==> config.mk <==
export PLATFORM = sky130hd
export DESIGN_NAME = pktb_table
export DESIGN_NICKNAME = d
export VERILOG_FILES = /design/src/rtl/pktb_pkg.sv /design/src/rtl/pktb_table.sv
export SDC_FILE = /design/constraint.sdc
export NUM_CORES = 2
export LEC_CHECK = 0
export BUFFER_PORTS_ARGS = -buffer_cell sky130_fd_sc_hd__buf_4
export CAP_MARGIN = 20
export CORE_MARGIN = 3
export CORE_UTILIZATION = 30
export DETAILED_ROUTE_END_ITERATION = 7
export PLACE_DENSITY_LB_ADDON = 0.1
export SETUP_SLACK_MARGIN = 0.2
export SLEW_MARGIN = 15
export SYNTH_ARGS = -nofsm -noshare
export SYNTH_HDL_FRONTEND = slang
export SYNTH_MEMORY_MAX_BITS = 65536
export SYNTH_SLANG_ARGS = --single-unit
export TNS_END_PERCENT = 30
==> constraint.sdc <==
create_clock -name clk -period 11.2 [get_ports clk]
set_input_delay 0.56 -clock clk [delete_from_list [all_inputs] [get_ports clk]]
set_output_delay 0.56 -clock clk [all_outputs]
set_load 0.01 [all_outputs]
==> src/rtl/pktb_pkg.sv <==
// pktb_pkg: shared types and constants for the per-key token bucket limiter
// no dependencies; imported by every other file of the block
`timescale 1ns / 1ps

package pktb_pkg;

  // defaults for the top-level parameters
  localparam int NUM_KEYS_DEF  = 64;
  localparam int FRAC_BITS_DEF = 16;

  // field widths
  localparam int OP_W      = 2;
  localparam int KEY_FLD_W = 6;
  localparam int TIME_W    = 32;
  localparam int TOKEN_W   = 32;
  localparam int CAP_W     = 16;
  localparam int RATE_W    = 24;
  localparam int CFG_W     = 24;
  localparam int CFG_IDX_W = 1;

  // shared unit width: level plus elapsed times rate, one bit of carry
  localparam int ALU_W = TIME_W + RATE_W + 1;

  // operation codes of an input word
  localparam logic [OP_W-1:0] OP_REQUEST = 2'd0;
  localparam logic [OP_W-1:0] OP_QUERY   = 2'd1;
  localparam logic [OP_W-1:0] OP_RESET   = 2'd2;

  // configuration register indexes
  localparam logic [CFG_IDX_W-1:0] CFG_CAPACITY = 1'b0;
  localparam logic [CFG_IDX_W-1:0] CFG_RATE     = 1'b1;

  // shared unit operations
  localparam logic [1:0] ALU_MUL = 2'd0;
  localparam logic [1:0] ALU_ADD = 2'd1;
  localparam logic [1:0] ALU_MIN = 2'd2;
  localparam logic [1:0] ALU_SUB = 2'd3;

  typedef struct packed {
    logic [1:0]       op;
    logic [ALU_W-1:0] a;
    logic [ALU_W-1:0] b;
  } alu_req_t;

  typedef struct packed {
    logic               live;
    logic [TOKEN_W-1:0] level;
    logic [TIME_W-1:0]  last;
  } tbl_entry_t;

endpackage

==> src/rtl/pktb_table.sv <==
// pktb_table: bucket table memory, one write and one registered read port
// depends on pktb_pkg for the entry struct
`timescale 1ns / 1ps

module pktb_table #(
  parameter int NUM_KEYS = pktb_pkg::NUM_KEYS_DEF,
  localparam int KEY_W   = (NUM_KEYS > 1) ? $clog2(NUM_KEYS) : 1
) (
  input  logic                 clk,
  input  logic                 wr_en,
  input  logic [KEY_W-1:0]     wr_addr,
  input  pktb_pkg::tbl_entry_t wr_data,
  input  logic                 rd_en,
  input  logic [KEY_W-1:0]     rd_addr,
  output pktb_pkg::tbl_entry_t rd_data
);
  import pktb_pkg::*;

  tbl_entry_t mem [NUM_KEYS];
  tbl_entry_t rd_data_r;

  always_ff @(posedge clk) begin
    if (wr_en) begin
      mem[wr_addr] <= wr_data;
    end
  end

  always_ff @(posedge clk) begin
    if (rd_en) begin
      rd_data_r <= mem[rd_addr];
    end
  end

  assign rd_data = rd_data_r;

endmodule
[Word-level counts from Yosys, hierarchy flattened]
Memories as Yosys holds them, arrays and structs flattened. A register that Yosys moved wholly into a read port is not among the register bits.
Index checks and enable logic that the tools add are counted.
Word-level totals
  register bits after elaboration: 0
  RAM bits: 4160
  memories kept: 1
Operators by class
  multiplexer cells: 2
Memories
  mem: depth 64, width 65, rd ports 1, clocked after memory_dff 1, write ports 1, line pktb_table.sv:19  | tbl_entry_t mem [NUM_KEYS];
Operators by type and width (number)
  $mux W1: 2

[Longest topological paths before layout]
  word-level depth: 2
  mapped depth: 9

[Worst setup path before layout]
OpenSTA, ideal clock, no wires.
  kind: input port to flip-flop
  start: input wr_addr[3]
  end: memory mem[48][0] (netlist bit) (enable)
  setup time: 0.568 ns
  data arrival time: 5.499 ns
  data required time: 10.632 ns
  slack: 5.134 ns
  stages: 4
  buffers on the path: 1
  cells stage by stage: clkbuf_1 -> nor2b_1 -> nand4b_1 -> nor3_1
RTL lines
  start: declaration: line pktb_table.sv:11  | input logic [KEY_W-1:0] wr_addr,
  end: declaration: line pktb_table.sv:19
No word-level cell before the write port.

==> flow_summary.yaml <==
run_status:
  outcome: "complete, no violations"
setup_path:
  path_cells: "buf_16 -> buf_12 -> buf_12 -> buf_4 -> mux4_2 -> mux2i_1 -> a211oi_1 -> o211a_1"
  criticalPathCategory: "in -> reg"
  end_kind: "register"
  path_max_fanout: 79
  critical_path_required_ns: 11.93
  slowest_delay_ns: 0.76
  start_kind: "input port"
  cpMostUsedCell: "buf_12"
  crit_slowest_cell: "buf_4"
  cp_data_arrival_time_ns: 4.54
sta:
  worst_hold_slack_ns: 0.06125
  slew_viol_final: 0
  relSlewSlack_pct: 20.34
  max_clock_freq_ghz: 0.2625
  fin_crit_sh_pct: 34.02
  setup-tns-final_ns: 0
  finalHoldViolCount: 0
  rsz0062_at_grt: "false"
  fin_skew_ns: 0.08924
  period_minus_slack_ns: 3.810
  setup_viol_count_final: 0
  worstMarginPinSlew_ns: 1.195
yosys:
  synthMostInstantiatedCell: "edfxtp_1"
  ys_seq_area_share_pct: 79.80
  syn_avg_cell_area_um2: 24.07
  synth_cell_types: 26
  synth_area_um2: 159000
  yosys.area.top_type: "edfxtp_1"
  syn_inst: 6606
  synth_edf_count: 4225
  ys_ff_latch: 4225
  synth_top_area_share_pct: 79.80
  synthTopCellsByCount: "edfxtp_1 (4225), mux4_2 (1040), a22oi_1 (260)"
  syn_nets: 6686
  async_reset_ff_share_pct: 0
  ys.flop_type: "edfxtp_1"
  synth_area_leaders: "edfxtp_1 (80%), mux4_2 (15%), a22oi_1 (1.2%)"
  yosysWarnings: 0
drt:
  via_per_inst: 5.376
  wl_per_cell_um: 39.28
  drt_iter0_markers: 8298
  route.vias.total: 77870
  wirelength_um: 569000
  dr.pass1.iters: 5
  antenna_left: 0
  drc_errors: 0
global_routing:
  grt_pass1_wl_um: 758400
  overflow: 0
  grtUsageTotal_pct: 20.75
  antenna_found_initial: 74
  grt_pass1_vias: 80100
  grt_max_degree: 109
clock_tree:
  clock-sinks: 4225
  cts-root-buf: "clkbuf_16"
  cts_buffers: 465
  post-cts-setup-buffers: 0
  postCtsHoldBufs: 35
  clk_path_buf_depth: 4
  cts.reportedPaths.clkPinSlew_ns: 0.06
  clkLatencyLatePin_ns: 1.06
  h-tree-depth: 5
  post_cts_resized: 0
  cts_tree: "yes"
power:
  cellPowerDensity_nw_per_um2: 184.1
  p_leak_nw: 56.37
  comb_power_share_pct: 4.7
  p_switching_mw: 7.489
  switching_share_pct: 22.05
  total_power_mw: 33.96
  pwr-share-seq_pct: 51.9
  clkPwrFrac_pct: 43.4
  ir_drop_v: 0.0001411
  p_int_mw: 26.47
layout:
  num-fill-cells: 48554
  areaGrowthSynthToFinish_pct: 16.05
  multi_input_area_um2: 30790
  fin_area_um2: 184500
  fin_cells: 14485
  seqCellArea_um2: 126900
  nets: 7210
  drive_gt1_share_pct: 28.50
die:
  rows: 266
  start_util_pct: 30.19
  core_region_area_um2: 526500
  die_h_um: 734.0
  io-pin-count: 145
  die_width_um: 734.0
  die-area_um2: 538700
worst_hold_path:
  hold_path.class: "in -> reg"
place:
  place_hpwl_um: 300600
  place_inst: 13596
  port_buffers: 144
  place_area_um2: 169700
  gp_congestion: 0.7288
run:
  cap_violations: 0
-- placed cells by master, fill, tap and decap left out, types with 3 or more instances in the layout --
cell type / Yosys / routed
edfxtp_1: 4225 / 4225
mux4_2: 1040 / 1040
clkbuf_16: 0 / 471
buf_4: 37 / 374
a22oi_1: 260 / 260
clkinv_1: 0 / 133
o22ai_1: 130 / 130
nand3_1: 115 / 114
mux2i_1: 103 / 103
clkbuf_1: 120 / 102
clkinv_2: 0 / 80
o211a_1: 65 / 65
a211oi_1: 65 / 64
nor2_4: 0 / 64
nor2_1: 112 / 48
o221ai_1: 46 / 46
dlygate4sd3_1: 0 / 35
bufinv_16: 0 / 31
nand3b_1: 25 / 25
buf_12: 0 / 19
diode_2: 0 / 8
nand2_1: 8 / 6
inv_16: 0 / 6
inv_6: 0 / 6
clkinvlp_4: 0 / 6
nor2b_4: 0 / 5
nand2b_2: 0 / 4
nor2b_1: 9 / 4
clkinv_16: 0 / 4
clkinv_8: 0 / 4
or3b_2: 4 / 3
or3_1: 3 / 3
nand2b_1: 9 / 3
clkinv_4: 0 / 3
buf_16: 0 / 3
-- through the flow --
step	util [%]	setup WS [ns]
2_1_floorplan	-	5.134
4_1_cts	35.04	7.345
5_1_grt	35.04	7.062
3_5_place_dp	32.23	6.259
3_3_place_gp	32.22	6.264
6_report	35.04	7.390
-- state kept, by name, summed over array words and instances (netlist names) --
signal   flops
mem       4160
rd_data     65
-- routing by layer --
metal  global-route usage [%]  vias to the layer above  wire length [µm]
li1                         -                    29910                 -
met1                    29.36                    44716            250700
met2                    34.48                     2579            277300
met3                    2.657                      653             28540
met4                    4.217                       12             12330
met5                        0                        -                88
-- power groups by stage --
stage / combinational, mW / sequential (mW) / clock [mW]
6_report: 1.59 / 17.6 / 14.8
5_1_grt: 1.69 / 17.6 / 15.7
4_1_cts: 1.63 / 17.6 / 15.1
3_5_place_dp: 1.61 / 18.0 / 0
3_3_place_gp: 1.60 / 18.0 / 0
2_1_floorplan: 0.809 / 17.9 / 0
-- path summary, 6_finish.rpt --
path	to	cells after the start	start	slack (ns)
hold / removal	mem[10][30]	1	wr_data[30]	0.06
hold reg to reg	rd_data[50]	4	mem[7][50]	0.88
setup / recovery	rd_data[43]	8	rd_addr[0]	7.39
setup reg to reg	rd_data[61]	4	mem[1][61]	9.13
-- logic make-up after synthesis --
family	count (synthesis)	synth area share, %
buffers and inverters	377	1.199
AOI/OAI and AO/OA	566	2.709
muxes	1143	15.38
and+or+nand+nor	295	0.9074
DFF	4225	79.80
-- worst max-delay path, delay by kind of cell --
kind                   cells  cell delay, ns
buffers and inverters      4            2.23
multiplexers               2            0.87
AO/OA/AOI/OAI              2            0.40
-- layout make-up --
cell class | instances | share of cell area (%)
flip-flops and latches | 4225 | 68.77
multi-input cells | 2004 | 16.69
clock buffers | 573 | 6.596
well taps | 6968 | 4.726
repair buffers | 434 | 1.985
clock inverters | 273 | 1.225
diodes | 8 | 0.01085
Note: power is estimated with default switching activity, not from simulation.
