===== src/rtl/pktb_pkg.sv =====
// pktb_pkg: shared types and constants for the per-key token bucket limiter
// no dependencies; imported by every other file of the block
`timescale 1ns / 1ps

package pktb_pkg;

  // defaults for the top-level parameters
  localparam int NUM_KEYS_DEF  = 64;
  localparam int FRAC_BITS_DEF = 16;

  // field widths
  localparam int OP_W      = 2;
  localparam int KEY_FLD_W = 6;
  localparam int TIME_W    = 32;
  localparam int TOKEN_W   = 32;
  localparam int CAP_W     = 16;
  localparam int RATE_W    = 24;
  localparam int CFG_W     = 24;
  localparam int CFG_IDX_W = 1;

  // shared unit width: level plus elapsed times rate, one bit of carry
  localparam int ALU_W = TIME_W + RATE_W + 1;

  // operation codes of an input word
  localparam logic [OP_W-1:0] OP_REQUEST = 2'd0;
  localparam logic [OP_W-1:0] OP_QUERY   = 2'd1;
  localparam logic [OP_W-1:0] OP_RESET   = 2'd2;

  // configuration register indexes
  localparam logic [CFG_IDX_W-1:0] CFG_CAPACITY = 1'b0;
  localparam logic [CFG_IDX_W-1:0] CFG_RATE     = 1'b1;

  // shared unit operations
  localparam logic [1:0] ALU_MUL = 2'd0;
  localparam logic [1:0] ALU_ADD = 2'd1;
  localparam logic [1:0] ALU_MIN = 2'd2;
  localparam logic [1:0] ALU_SUB = 2'd3;

  typedef struct packed {
    logic [1:0]       op;
    logic [ALU_W-1:0] a;
    logic [ALU_W-1:0] b;
  } alu_req_t;

  typedef struct packed {
    logic               live;
    logic [TOKEN_W-1:0] level;
    logic [TIME_W-1:0]  last;
  } tbl_entry_t;

endpackage


===== src/rtl/pktb_alu.sv =====
// pktb_alu: shared multiply / add / min / subtract unit with registered result
// depends on pktb_pkg for the request struct and operation codes
`timescale 1ns / 1ps

module pktb_alu (
  input  logic                   clk,
  input  pktb_pkg::alu_req_t     req,
  output logic [pktb_pkg::ALU_W-1:0] res,
  output logic                   flag
);
  import pktb_pkg::*;

  logic [ALU_W-1:0] res_r, res_nxt;
  logic             flag_r, flag_nxt;

  always_comb begin
    res_nxt  = req.a;
    flag_nxt = 1'b0;
    case (req.op)
      ALU_MUL: begin
        res_nxt = ALU_W'(req.a[TIME_W-1:0]) * ALU_W'(req.b[RATE_W-1:0]);
      end
      ALU_ADD: begin
        res_nxt = req.a + req.b;
      end
      ALU_MIN: begin
        // flag set when a is the smaller
        flag_nxt = (req.a < req.b);
        res_nxt  = flag_nxt ? req.a : req.b;
      end
      ALU_SUB: begin
        // flag set when there is no borrow
        flag_nxt = (req.a >= req.b);
        res_nxt  = req.a - req.b;
      end
      default: begin
        res_nxt  = req.a;
        flag_nxt = 1'b0;
      end
    endcase
  end

  always_ff @(posedge clk) begin
    res_r  <= res_nxt;
    flag_r <= flag_nxt;
  end

  assign res  = res_r;
  assign flag = flag_r;

endmodule


===== config.mk =====
export PLATFORM = sky130hd
export DESIGN_NAME = pktb_alu
export DESIGN_NICKNAME = d
export VERILOG_FILES = /design/src/rtl/pktb_pkg.sv /design/src/rtl/pktb_alu.sv
export SDC_FILE = /design/constraint.sdc
export NUM_CORES = 2
export LEC_CHECK = 0
export ABC_AREA = 1
export BUFFER_PORTS_ARGS = -buffer_cell sky130_fd_sc_hd__buf_2
export CAP_MARGIN = 15
export CORE_ASPECT_RATIO = 0.6
export CORE_MARGIN = 2
export CORE_UTILIZATION = 35
export DETAILED_ROUTE_END_ITERATION = 8
export SLEW_MARGIN = 15
export SYNTH_ARGS = -nofsm -noshare
export SYNTH_HDL_FRONTEND = slang
export SYNTH_SLANG_ARGS = --single-unit

===== constraint.sdc =====
create_clock -name clk -period 8.75 [get_ports clk]
set_input_delay 1.75 -clock clk [delete_from_list [all_inputs] [get_ports clk]]
set_output_delay 1.75 -clock clk [all_outputs]
set_load 0.05 [all_outputs]

Word level (Yosys, flattened, before mapping)
Cells that the tools add are included.
Widths: inputs -> output; s select.

storage, ports and cells
  word-level logic and storage cells = 14
  input port bits = 117
  bits in registers = 58
  output and inout bits = 58

operators by class
  add/sub/neg operators = 2
  magnitude comparators = 2
  mux-type cells = 3
  multipliers = 1
  eq/ne operators = 3
  reduce and logical (&&, ||, !) cells = 1

operators with widths
  operator            count
  $pmux 57 s4         1
  $add 57x57->57      1
  $ge 57x57->1        1
  $lt 57x57->1        1
  $mux 57             1
  $sub 57x57->57      1
  $mul 32x24->56      1
  $eq 2x2->1 const B  2
  $eq 2x1->1 const B  1
  $logic_not 2->1     1
  $pmux 1 s2          1

Longest topological paths before layout
  word-level depth = 3
  mapped depth = 31
  depth with buffers taken out = 30

Worst setup path after synthesis
No wires, ideal clock.

  kind = input port to flip-flop
  from = in req[85] (netlist name)
  to = reg res_r[52], in the netlist res[52]
  buffers on the path = 2
  data required time = 8.625 ns
  arrival time = 7.294 ns
  cell stages on the path = 27
  slack = 1.330 ns
  setup time = 0.125 ns
  cell sequence = clkbuf_1 clkbuf_1 nand2_1 fa_1 inv_1 fa_1 inv_1 fa_1 inv_1 fa_1 fa_1 fa_1 inv_1 fa_1 inv_1 ha_1 nand2_1 nor2_1 inv_1 nor2_1 inv_1 nor3_1 nand2_1 nand4_1 nand2_1 nand2_1 nand4_1

between the ends
  cells in the longest elaborated chain, start to end = 3
  elaborated cells on any way between the ends = 6
  classes of those cells = add/sub: 2; mul: 1; order compare: 1; mux: 2

ends and longest elaborated chain
  item                                                                    RTL line        RTL
  from (decl)                                                             pktb_alu.sv:7   input pktb_pkg::alu_req_t req,
  parallel branches: the longest is 2 deep, another holds $mul 32x24->56  --
  $pmux 57 s4 (*)                                                         pktb_alu.sv:19  case (req.op)
  named net res_nxt[52]                                                   pktb_alu.sv:13  logic [ALU_W-1:0] res_r, res_nxt;
  to (signal assigned)                                                    pktb_alu.sv:44  res_r <= res_nxt;
  to (decl)                                                               pktb_alu.sv:13

Mark *: on every way through the listed nets, which the timed path passes.

Worst setup path after layout
  from = in req[79] (netlist name)
  to = reg res_r[40], in the netlist res[40]

The elaborated chain is that of the path after synthesis.

==> reports/results.ini <==
[detailed_routing]
drt-total-wl_microns = 182600
top_layer_used = met5
wl_met3_microns = 29370
vias = 41213
drc = 0
ant_nets = 0
met1_length_microns = 88580
met2WireLength_microns = 62640
first_iter_violations = 5808
drtPass1Iterations = 6
detail_route.wl_per_cell_microns = 22.31
vias_per_cell = 5.034

[die]
placementRows = 96
io_pins = 175
dieHeight_microns = 267.2
die_w_microns = 442.6
die_area_sq_um = 118300
core_area_sq_um = 114400
initial_core_util = 0.3533

[finish]
drive_gt1_frac = 0.06121
fin_util = 0.3849
area_delta_synth_final_pct = 8.934
multi_input_area_sq_um = 30890
regArea_sq_um = 1161
fin_area_sq_um = 44010
nFillCells = 12641
fin_nets = 7734

[timing]
fin_setup_tns_ns = 0
worstMarginPinSlew_ns = 1.316
slew_violations = 0
setup_viol = 0
max_clock_freq_mhz = 114.9
min_period_over_period = 0.9944
max_slew_margin = 0.1229
rsz0062_at_grt = no
finalHoldViolCount = 0
min_period_ns = 8.701

[critical_path]
cpMostUsedCell = fa_1
crit_arrival_ns = 8.88
cp_max_fo = 20
crit_slowest_cell = buf_2
crit_path_end_kind = flip-flop
max_stage_delay_ns = 0.66
crit_chain = buf_2, buf_4, nand2_1, fa_1, fa_1, fa_1, inv_1, fa_1, fa_1, fa_1, inv_1, fa_1, inv_1, ha_1, nand2_1, buf_4, nor2_1, nand2_1, nor3_1, nand3_1, nand4_1, nand2_1, nand2_1, nand4_1
crit_required_ns = 8.93
worstSetupPathType = input pin to flip-flop
start_kind = input pin

[placement]
placed_area_sq_um = 43680
hpwl_microns = 159800
place.port_buffers = 174
place_congestion = 1.149

[synthesis]
yosysMostFrequentCell = nand2_1
yosys-top-cells-area = fa_1, nand2_1, inv_1
synth-compound-area-share = 0.04109
synth-xor-area-share = 0.005853
synthMuxAreaShare = 0
synth_fa_ha_area_frac = 0.4184
synth-seq-cells = 58
yosys-top-cells-count = nand2_1, inv_1, fa_1, nor2_1, ha_1
syn_nets = 7600
synthDominantCellAreaShare = 0.3270
synthSimpleGateAreaFrac = 0.2983
synth-seq-area-share = 0.02874
synth_top_family_by_area = adder cells
synth.largest_area_cell = fa_1
ys_warn_count = 0
synthFlopType = dfxtp_1
async_flop_share = 0
yosys.cell_types.count = 44
postSynthAreaPerCell_sq_um = 6.189
synth-edff-count = 0
synthCells = 6528
netlist_area_sq_um = 40400

[run]
cap_violations = 0

[clocking]
cts_made_buffers = 9
postCtsSetupRepairBufs = 0
clk_pin_slew_ns = 0.07
clk_path_buf_depth = 2
cts.sink_count = 58
cts_tree = built
htreeDepth = 3
cts_root_buf = clkbuf_16
postCtsHoldBufs = 0

[min_path]
hold_path.class = input pin to flip-flop

[grt]
antenna_found_initial = 13
grt-ovfl-total = 0
grt_pass1_wl_microns = 264800
grt_pass1_vias = 38684
grt_usage = 0.3078
grt_start_max_net_pins = 44

[status]
status = completed

==> registers in the layout, indices dropped and copies added, names as in the netlist <==
signal,flops
res,57
flag,1
==> per-stage QoR <==
stage               cells  setup slack (ns)  hold slack (ns)
floorplan            6528             1.330            1.878
global placement     8170          -0.04231            2.122
detailed placement   8170          -0.07888            2.131
CTS                  8185            0.3146            1.713
global route         8185          0.008597            1.732
finish               8187           0.04891            1.717
==> path summary, 6_finish.rpt <==
| kind | startpoint | endpoint | slack [ns] | cells after the start |
|---|---|---|---|---|
| worst min-delay path | req[113] | res[56]$_DFF_P_ | 1.72 | 4 |
| worst max-delay path | req[79] | res[40]$_DFF_P_ | 0.05 | 24 |
==> cell usage in the layout, fill, tap and decap left out, types with 3 or more instances in the layout <==
cell type	Yosys	layout
xnor2_1	6	6
nor2_1	316	313
nand3_1	288	288
nor2_4	2	5
nand2_2	9	8
clkbuf_16	0	9
dfxtp_1	58	58
or2_2	4	4
ha_1	295	295
o21bai_1	14	14
nand2_1	2179	2179
inv_2	8	8
and2_1	9	9
o211ai_2	3	3
xor2_1	21	21
buf_4	12	169
inv_1	1956	1956
nor3_1	38	38
and3_1	4	4
buf_2	41	173
o21ai_0	92	88
nand2_4	2	3
a21oi_1	173	172
fa_1	660	660
nor4_1	7	7
nand3b_1	38	38
buf_12	0	11
nand4_1	73	73
o21ai_1	22	25
==> layout make-up <==
type                       count  share of cell area
antenna                        2           0.0001137
clock buffer                  10            0.005430
clock inverter                 5            0.001791
inverter                    1966              0.1677
multi-input combinational   4273              0.7018
sequential                    58             0.02638
tap                         1519             0.04318
timing repair buffer         354             0.05367
==> routing by layer <==
metal / track usage / up-vias
met1: 0.4950 / 19900
li1: - / 18847
met2: 0.3771 / 2365
met4: 0.02777 / 4
met3: 0.1254 / 97
met5: 0 / -
==> worst max-delay path: cells and delay by family <==
kind / cells / cell delay [ns]
adder cells (fa/ha/maj): 8 / 3.87
buffers and inverters: 6 / 1.22
AND/OR/NAND/NOR: 10 / 2.00
==> kinds of logic after synthesis <==
logic type / Yosys count
xor gates and xnor gates: 27
DFF: 58
AOI/OAI and AO/OA: 314
and+or+nand+nor: 2977
buffers and inverters: 2197
adders and majority gates: 955
==> repair_timing <==
action | in CTS | in global routing
hold endpoints to repair | 0 | 0
gates resized for setup | 0 | 2
endpoints found under the setup margin | 0 | 2
Power is not shown: default switching activity piles up to over one toggle a cycle in this logic, so the estimate is an artifact.
